`src/rtl/b2r_pkg.sv`:
```
// shared types and constants for the bmp24 to rgb565 stream converter
`default_nettype none
package b2r_pkg;
  localparam logic [1:0] KIND_PIXEL  = 2'd0;
  localparam logic [1:0] KIND_WINDOW = 2'd1;
  localparam logic [1:0] KIND_BADFMT = 2'd2;
  localparam logic [1:0] KIND_OFFSCR = 2'd3;

  localparam logic [1:0] REG_ORIGIN_X = 2'd0;
  localparam logic [1:0] REG_ORIGIN_Y = 2'd1;
  localparam logic [1:0] REG_SCREEN_W = 2'd2;
  localparam logic [1:0] REG_SCREEN_H = 2'd3;

  localparam logic [15:0] BMP_SIGNATURE = 16'h4D42;
  localparam logic [15:0] PIXEL_BITS    = 16'd24;
  localparam logic [12:0] SCREEN_LIMIT  = 13'd4096;
  localparam logic [31:0] HEADER_LAST   = 32'd33;

  typedef struct packed {
    logic [1:0]  kind;
    logic [15:0] color_word;
    logic [11:0] screen_col;
    logic [11:0] screen_row;
  } result_t;

  typedef enum logic [5:0] {
    PH_IDLE   = 6'b000001,
    PH_HEADER = 6'b000010,
    PH_SKIP   = 6'b000100,
    PH_PIXEL  = 6'b001000,
    PH_PAD    = 6'b010000,
    PH_DONE   = 6'b100000
  } phase_t;
endpackage
`default_nettype wire

```
`src/rtl/b2r_front.sv`:
```
// front end: header parse, row walk and clipping of the byte stream
`default_nettype none
module b2r_front
  import b2r_pkg::*;
#(
  parameter int MAX_DIM = 4096
) (
  input  wire logic        clk,
  input  wire logic        rst,
  input  wire logic        in_valid,
  output logic             in_ready,
  input  wire logic [7:0]  file_byte,
  input  wire logic        start_of_file,
  input  wire logic [11:0] origin_x,
  input  wire logic [11:0] origin_y,
  input  wire logic [12:0] screen_width,
  input  wire logic [12:0] screen_height,
  output logic             res_valid,
  output result_t          res,
  input  wire logic        res_ready
);
  localparam int DW = $clog2(MAX_DIM + 1);

  phase_t       phase;
  logic [31:0]  byte_count, header_shift, data_offset;
  logic [DW-1:0] image_width, image_height, visible_width, visible_height;
  logic [DW-1:0] file_row, file_col;
  logic         bottom_up;
  logic [1:0]   byte_in_pixel, pad_left;
  logic [15:0]  bg_hold;

  logic [12:0]  eff_w, eff_h;
  logic         off;
  logic [31:0]  v, negv, hmag;
  logic [12:0]  room_w, room_h;
  logic [DW-1:0] vw_n, vh_n, row_idx;
  logic [15:0]  rgb, swapped;
  logic         fire;
  logic [7:0]   r;

  assign in_ready = !res_valid || res_ready;
  assign fire     = in_valid && in_ready;

  always_comb begin
    eff_w = (screen_width > SCREEN_LIMIT) ? SCREEN_LIMIT : screen_width;
    eff_h = (screen_height > SCREEN_LIMIT) ? SCREEN_LIMIT : screen_height;
    off   = ({1'b0, origin_x} >= eff_w) || ({1'b0, origin_y} >= eff_h);
    v     = {file_byte, header_shift[31:8]};
    negv  = ~v + 32'd1;
    hmag  = v[31] ? negv : v;
    room_w = eff_w - {1'b0, origin_x};
    room_h = eff_h - {1'b0, origin_y};
    vw_n  = ({19'd0, image_width} < {19'd0, room_w}) ? image_width : DW'(room_w);
    vh_n  = ({19'd0, image_height} < {19'd0, room_h}) ? image_height : DW'(room_h);
    r     = file_byte;
    rgb   = {r[7:3], bg_hold[15:10], bg_hold[7:3]};
    swapped = {rgb[7:0], rgb[15:8]};
    row_idx = bottom_up ? (image_height - DW'(1) - file_row) : file_row;
  end

  always_ff @(posedge clk) begin
    if (rst) begin
      phase <= PH_IDLE;
      res_valid <= 1'b0;
      bottom_up <= 1'b1;
    end else if (fire) begin : step
      phase_t ph;
      logic [31:0] bc;
      logic [31:0] n;
      logic [DW-1:0] fc;
      logic [DW-1:0] fr;
      logic em;
      ph = phase;
      bc = byte_count;
      em = 1'b0;
      if (start_of_file) begin
        ph = PH_HEADER;
        bc = 32'd0;
        bottom_up <= 1'b1;
        file_row <= '0;
        file_col <= '0;
        byte_in_pixel <= 2'd0;
        pad_left <= 2'd0;
        if (off) begin
          ph = PH_DONE;
          em = 1'b1;
          res <= '{KIND_OFFSCR, 16'd0, 12'd0, 12'd0};
        end
      end
      n = bc;
      if (ph == PH_SKIP && bc < data_offset) begin
        byte_count <= bc + 32'd1;
      end else begin
        if (ph == PH_SKIP) ph = PH_PIXEL;
        unique case (ph)
          PH_HEADER: begin
            header_shift <= v;
            byte_count <= n + 32'd1;
            if (n == 32'd1 && v[31:16] != BMP_SIGNATURE) begin
              ph = PH_DONE;
              em = 1'b1; res <= '{KIND_BADFMT, 16'd0, 12'd0, 12'd0};
            end
            if (n == 32'd13) data_offset <= (v < 32'd34) ? 32'd34 : v;
            if (n == 32'd21) begin
              if (v < 32'd1 || v > 32'(MAX_DIM)) begin
                ph = PH_DONE;
                em = 1'b1; res <= '{KIND_BADFMT, 16'd0, 12'd0, 12'd0};
              end
              image_width <= DW'(v);
            end
            if (n == 32'd25) begin
              bottom_up <= !v[31];
              if (hmag < 32'd1 || hmag > 32'(MAX_DIM)) begin
                ph = PH_DONE;
                em = 1'b1; res <= '{KIND_BADFMT, 16'd0, 12'd0, 12'd0};
              end
              image_height <= DW'(hmag);
            end
            if ((n == 32'd27 && v[31:16] != 16'd1) ||
                (n == 32'd29 && v[31:16] != PIXEL_BITS)) begin
              ph = PH_DONE;
              em = 1'b1; res <= '{KIND_BADFMT, 16'd0, 12'd0, 12'd0};
            end
            if (n == HEADER_LAST) begin
              ph = PH_DONE;
              em = 1'b1;
              if (v != 32'd0) res <= '{KIND_BADFMT, 16'd0, 12'd0, 12'd0};
              else if (off) res <= '{KIND_OFFSCR, 16'd0, 12'd0, 12'd0};
              else begin
                ph = PH_SKIP;
                visible_width <= vw_n;
                visible_height <= vh_n;
                res <= '{KIND_WINDOW, 16'd0, 12'(origin_x + 12'(vw_n) - 12'd1),
                         12'(origin_y + 12'(vh_n) - 12'd1)};
              end
            end
          end
          PH_PAD: begin
            pad_left <= pad_left - 2'd1;
            if (pad_left == 2'd1) begin
              fr = file_row + DW'(1);
              file_row <= fr;
              ph = (fr >= image_height) ? PH_DONE : PH_PIXEL;
            end
          end
          PH_PIXEL: begin
            if (byte_in_pixel == 2'd0) begin
              bg_hold[7:0] <= file_byte; byte_in_pixel <= 2'd1;
            end else if (byte_in_pixel == 2'd1) begin
              bg_hold[15:8] <= file_byte; byte_in_pixel <= 2'd2;
            end else begin
              byte_in_pixel <= 2'd0;
              fc = file_col + DW'(1);
              file_col <= (fc >= image_width) ? '0 : fc;
              if (fc >= image_width) begin
                pad_left <= image_width[1:0];
                if (image_width[1:0] != 2'd0) ph = PH_PAD;
                else begin
                  fr = file_row + DW'(1);
                  file_row <= fr;
                  ph = (fr >= image_height) ? PH_DONE : PH_PIXEL;
                end
              end
              if (file_col < visible_width && row_idx < visible_height) begin
                em = 1'b1;
                res <= '{KIND_PIXEL, swapped, 12'(origin_x + 12'(file_col)),
                         12'(origin_y + 12'(row_idx))};
              end
            end
          end
          default: ;
        endcase
      end
      res_valid <= em;
      phase <= ph;
    end else if (res_ready) begin
      res_valid <= 1'b0;
    end
  end

  a_res_hold: assert property (@(posedge clk) disable iff (rst)
    res_valid && !res_ready |=> res_valid && $stable(res))
    else $error("result changed while stalled");
  a_no_accept_full: assert property (@(posedge clk) disable iff (rst)
    res_valid && !res_ready |-> !in_ready)
    else $error("accepted while result stalled");
  a_pad_phase: assert property (@(posedge clk) disable iff (rst)
    phase == PH_PAD |-> pad_left != 2'd0)
    else $error("pad phase with no pad left");
endmodule
`default_nettype wire

```
`src/rtl/b2r_queue.sv`:
```
// two-entry result queue between front end and output channel
`default_nettype none
module b2r_queue
  import b2r_pkg::*;
(
  input  wire logic clk,
  input  wire logic rst,
  input  wire logic wr_valid,
  output logic      wr_ready,
  input  result_t   wr_data,
  output logic      rd_valid,
  input  wire logic rd_ready,
  output result_t   rd_data
);
  result_t     mem [2];
  logic        wp, rp;
  logic [1:0]  count;
  logic        wr, rd;

  assign wr_ready = count != 2'd2;
  assign rd_valid = count != 2'd0;
  assign rd_data  = mem[rp];
  assign wr = wr_valid && wr_ready;
  assign rd = rd_valid && rd_ready;

  always_ff @(posedge clk) begin
    if (wr) mem[wp] <= wr_data;
  end

  always_ff @(posedge clk) begin
    if (rst) begin
      wp <= 1'b0; rp <= 1'b0; count <= 2'd0;
    end else begin
      if (wr) wp <= !wp;
      if (rd) rp <= !rp;
      count <= count + 2'(wr) - 2'(rd);
    end
  end

  a_count: assert property (@(posedge clk) disable iff (rst) count != 2'd3)
    else $error("queue count overflow");
  a_empty: assert property (@(posedge clk) disable iff (rst)
    count == 2'd0 |-> wp == rp)
    else $error("empty queue pointers differ");
  a_full: assert property (@(posedge clk) disable iff (rst)
    count == 2'd2 |-> wp == rp)
    else $error("full queue pointers differ");
endmodule
`default_nettype wire

```
`src/rtl/bmp24_to_rgb565_stream.sv`:
```
// top level of the bmp24 to rgb565 stream converter
// Takes a 24-bit BMP file one byte a cycle unless results back up, checks
// the header, reports the clipped window (kind 1) or a format or origin
// fault (kinds 2, 3), then gives one swapped RGB565 pixel result for every
// visible pixel on its third byte. A byte is accepted each cycle unless a
// result waits on a full two-entry queue, which rides out brief output stalls.
`default_nettype none
module bmp24_to_rgb565_stream
  import b2r_pkg::*;
#(
  parameter int MAX_DIM = 4096
) (
  input  wire logic        clk,
  input  wire logic        rst,
  input  wire logic        in_valid,
  output logic             in_ready,
  input  wire logic [7:0]  file_byte,
  input  wire logic        start_of_file,
  input  wire logic        cfg_valid,
  output logic             cfg_ready,
  input  wire logic [1:0]  cfg_index,
  input  wire logic [12:0] cfg_data,
  output logic             out_valid,
  input  wire logic        out_ready,
  output logic [1:0]       kind,
  output logic [15:0]      color_word,
  output logic [11:0]      screen_col,
  output logic [11:0]      screen_row
);
  logic [11:0] origin_x, origin_y;
  logic [12:0] screen_width, screen_height;
  logic        f_valid, f_ready;
  result_t     f_res, q_res;

  assign cfg_ready = 1'b1;
  always_ff @(posedge clk) begin
    if (rst) begin
      origin_x <= 12'd0; origin_y <= 12'd0;
      screen_width <= 13'd240; screen_height <= 13'd320;
    end else if (cfg_valid) begin
      unique case (cfg_index)
        REG_ORIGIN_X: origin_x <= cfg_data[11:0];
        REG_ORIGIN_Y: origin_y <= cfg_data[11:0];
        REG_SCREEN_W: screen_width <= cfg_data;
        REG_SCREEN_H: screen_height <= cfg_data;
      endcase
    end
  end

  b2r_front #(.MAX_DIM(MAX_DIM)) u_front (
    .clk, .rst, .in_valid, .in_ready, .file_byte, .start_of_file,
    .origin_x, .origin_y, .screen_width, .screen_height,
    .res_valid(f_valid), .res(f_res), .res_ready(f_ready)
  );

  b2r_queue u_queue (
    .clk, .rst, .wr_valid(f_valid), .wr_ready(f_ready), .wr_data(f_res),
    .rd_valid(out_valid), .rd_ready(out_ready), .rd_data(q_res)
  );

  assign kind       = q_res.kind;
  assign color_word = q_res.color_word;
  assign screen_col = q_res.screen_col;
  assign screen_row = q_res.screen_row;
endmodule
`default_nettype wire
```
`config.mk`:
```
export PLATFORM = sky130hd
export DESIGN_NAME = bmp24_to_rgb565_stream
export DESIGN_NICKNAME = d
export VERILOG_FILES = /design/src/rtl/b2r_pkg.sv /design/src/rtl/b2r_front.sv /design/src/rtl/b2r_queue.sv /design/src/rtl/bmp24_to_rgb565_stream.sv
export SDC_FILE = /design/constraint.sdc
export NUM_CORES = 1
export LEC_CHECK = 0
export BUFFER_PORTS_ARGS = -buffer_cell sky130_fd_sc_hd__buf_2
export CORE_MARGIN = 2
export CORE_UTILIZATION = 40
export CTS_BUF_LIST = sky130_fd_sc_hd__clkbuf_4
export CTS_CLUSTER_SIZE = 40
export DETAILED_ROUTE_END_ITERATION = 12
export PLACE_DENSITY = 0.53
export SLEW_MARGIN = 0
export SYNTH_ARGS = -nofsm -noshare
export SYNTH_HDL_FRONTEND = slang
export SYNTH_SLANG_ARGS = --single-unit
export TNS_END_PERCENT = 100
```
`constraint.sdc`:
```
create_clock -name clk -period 8.5 [get_ports clk]
set_clock_uncertainty 0.1 [all_clocks]
set_input_delay 1.7 -clock clk [delete_from_list [all_inputs] [get_ports clk]]
set_output_delay 1.7 -clock clk [all_outputs]
set_load 0.1 [all_outputs]
```
==> results.md <==
- The hold path startpoint is u_front.res[9].
- The setup violation total in the final timing report is 0.
- The power per unit of standard cell area is 209 nW/µm².
- Yosys printed 0 warnings.
- The hold buffer count at cts is 0.
- The average cell area after synthesis is 10.0 µm².
- The routed wirelength normalized by instance count is 19.8 µm.
- The H-tree level count is 3.
- Counting I/O delays and the setup requirement, the final critical path takes 7.45 ns.
- The met1 demand-to-capacity share in global routing is between 30% and 40%.
- The worst-path maximum fanout is 16.
- Leaving out fill and tap cells, the most frequent cells in the layout are 307 x edfxtp_1, 235 x inv_1, 211 x ha_1.
- The total count of hold-check failures in the final report came to 0.
- The floorplan step set the die width to about 250 µm.
- The initial antenna violation count is 2.
- In this run the critical register-to-register path is captured at u_front.res[11].
- Setup repair after global routing left no endpoint under its margin.
- Measured against its own limit, the worst slew margin works out to 20.0%.
- The synthesized netlist devotes 14.8% of its cell area to simple gates.
- The number of nets in the layout is about 2700.
- The portion of netlist area occupied by mux cells is 3.74%.
- The hold-critical path endpoint is u_queue.mem[1][9].
- The worst hold path passes through 0 cells.
- VDD sags by at most 143 µV.
- The class of the tightest hold or removal check is reg -> reg.
- The number of buffers between clock root and the deepest sink is 3.
- The global router's overall resource usage is 21.4%.
- The count of max-cap constraint violations is 0.
- In this run the register-to-register setup slack is 1.05 ns.
- The number of flops mapped to enable cells by yosys is 307.
- The number of nets in the synthesized netlist is 2574.
- The TritonCTS clock tree is yes.
- The weighted congestion at the end of routability-driven global placement is 0.910.
- The library cell with the largest summed area after synthesis is edfxtp_1.
- After technology mapping, the gate count stands at 2327.
- Measured on the finished design, the core utilization comes to 44.7%.
- The share of the clock period used by the worst path after layout is 87.6%.
- Registers take 10500 µm².
- The most frequent standard cell in the layout excluding fill and tap cells is edfxtp_1.
- The final sum of negative setup slack is 0 ns.
- Among all flip-flop cells after synthesis, the most frequent one is edfxtp_1.
- The run finished with clean final reports.
- Data on the critical path arrives at its endpoint at 7.93 ns.
- The path depth of the worst reg2reg path is 33.
- The type of the setup path with the least slack is reg -> reg.
- The startpoint of the most critical register-to-register path is screen_height[12].
- Counting both buffers and inverters, the worst setup path holds a total of 3.
- Sequential elements use 44.9% of the synthesized area.
- The number of buffers inserted by port buffering is between 70 and 80.
- For the worst setup path, the data required time is 8.98 ns.
- The remaining routing DRC violations is 0.
- Summing the areas of all compound-gate instances in the mapped netlist gives between 10% and 20% of the synthesized area.
- The fraction of the mapped netlist area in adder cells is 11.9%.
- In this run the most used layer during global routing was met2.
- The portion of synthesized cell area occupied by the leading cell type is 39.5%.
- Across all layers, the routed design uses around 18000 vias.
- The tree is rooted in a clkbuf_4.
- The site row count is 88.
- The number of global-route vias before repair was 17100.
- STA classifies the critical path endpoint as a flop.
- In this run the remaining antenna-violating nets after routing total 0.
- The met3 track demand over resource is under 10%.
- Once the clock tree was built, the resizer swapped 0 gates to a different size.
- After floorplanning, the core was sized to cover 57700 µm².
- The number of I/O pins is 74.
- The final-report max-slew violation count is 0.
- The routed wire length is 64800 µm.
- The footprint of the multi-input gates is ~12000 µm².
- The reported leakage power is 10.7 nW.
- The worst setup path is launched from a flop.
- The number of distinct library cells after synthesis is 90.
- The clock slew seen by the registers of the worst setup and hold paths is roughly 0.060 ns.
- The slowest stage of the critical path belongs to the cell dfxtp_1.
- The sink count of the clock tree is 370.
- The largest net degree at the start of global routing is 74.
- Relative to the synthesized area, the layout overhead comes to 10.5%.
- The vertical die dimension is ~250 µm.
- The average vias per placed instance is 5.37.
- After synthesis, the largest family of logic cells by area is simple AND/OR/NAND/NOR gates.
- By area the synthesized netlist is led by edfxtp_1 40%, ha_1 11%, dfxtp_1 5.4%.
- In this run the post-CTS setup repair buffer count came out at 0.
- The die footprint is 60300 µm².
- The dominant delay contributor by cell family on the critical path is compound AO/OA/AOI/OAI gates.
- The layout cell share with drive strength beyond 1 is a little over an eighth.
- Clock latency on the worst-skew pair, taken at its later pin, is around 0.85 ns.
- The met2 track utilization from global routing is 33.2%.
- The first global-routing pass estimated 99500 µm of wire.
- The layout filler cell count is 5598.
- The leftover overflow at the end of global routing is 0.
- The share of synthesized registers carrying an async set or reset is 0%.
- The synthesized netlist occupies a cell area of 23300 µm².
- The wire-length estimate of the detail-placed layout is a little under 50000 µm.
- The XOR/XNOR share of the synthesized area is roughly 5.4%.
- Once the floorplan was initialized, standard cells occupied around 40% of the core.
- The actual transition at the worst max-transition pin is 1.20 ns.
- The pre-antenna-repair detailed-routing pass consisted of 5 iterations.
- The starting DRC count in detailed routing is ~1200.
- TritonCTS created 103 clock buffers.
- The total of flip-flops plus latches after synthesis is 370.
- The largest stage delay on the critical path is roughly 0.62 ns.
- The fmax is 134 MHz.
## how the worst max path moves through the flow
stage                      startpoint              end  slack (ns)  depth (start not counted)
floorplan           screen_height[12]  u_front.res[11]        1.12                         36
global placement    screen_height[12]  u_front.res[11]        1.17                         32
detailed placement  screen_height[12]  u_front.res[11]        1.12                         32
CTS                 screen_height[12]  u_front.res[11]        1.06                         32
global route        screen_height[12]  u_front.res[11]        0.43                         33
finish              screen_height[12]  u_front.res[11]        1.05                         33
## registers in the layout, indices dropped and copies added (netlist names), 12 cells and up, named ones only
name and cells:
screen_height 13, u_front.byte_count 32, u_front.image_height 13, u_front.data_offset 32, screen_width 13, u_front.visible_height 13
u_queue.mem 84, origin_x 12, u_front.header_shift 24, u_front.res 42, u_front.image_width 13, u_front.file_col 13
origin_y 12, u_front.visible_width 13, u_front.file_row 13
## cell type report
class | instances | area share [%]
clock buffer | 149 | 4.34
inverter | 239 | 3.48
tap | 765 | 3.71
sequential | 370 | 40.6
clock inverter | 42 | 0.897
antenna | 1 | 0.00970
timing repair buffer | 91 | 1.95
multi-input combinational | 1616 | 45.0
## layer usage
metal / wire length, µm / vias up
met5: 11 / -
met4: 1430 / 2
met3: 3400 / 91
met2: 28800 / 495
met1: 31200 / 8373
li1: - / 8610
## synth_stat cells (all sizes together), types with 39 or more instances
library cell / instances
edfxtp: 307
inv: 237
ha: 211
nand2: 203
a21oi: 156
nor2: 153
clkbuf: 87
xnor2: 87
o21ai: 86
nor2b: 67
dfxtp: 63
xor2: 58
a21o: 53
mux2: 49
nand3: 45
nor3: 39
## power breakdown
group          leakage, nW  internal [W]  total, W  switching, W
Clock                0.798      0.000870   0.00166      0.000792
Combinational         6.60      0.000516   0.00159       0.00107
Sequential            3.33       0.00205   0.00215     0.0000922
Total                 10.7       0.00344   0.00540       0.00196
## stage by stage
stage,area (µm²),cells,hold WS [ns],setup slack (ns),total power [W]
2_1_floorplan,23300,2327,0.317,1.12,0.00341
3_3_place_gp,24400,3081,0.329,1.17,0.00376
3_5_place_dp,24400,3081,0.345,1.12,0.00377
4_1_cts,25800,3272,0.321,1.06,0.00546
5_1_grt,25800,3273,0.368,0.430,0.00569
6_report,25800,3273,0.340,1.05,0.00540
## logic make-up (layout without fill, tap and decap cells)
family,Yosys count,in the layout
adder cells (fa/ha/maj),218,218
multiplexers,81,81
other,1,2
AND/OR/NAND/NOR,687,687
flip-flops,370,370
buffers and inverters,341,521
AO/OA/AOI/OAI,484,484
XOR/XNOR,145,145
(Power assumes the default switching activity.)
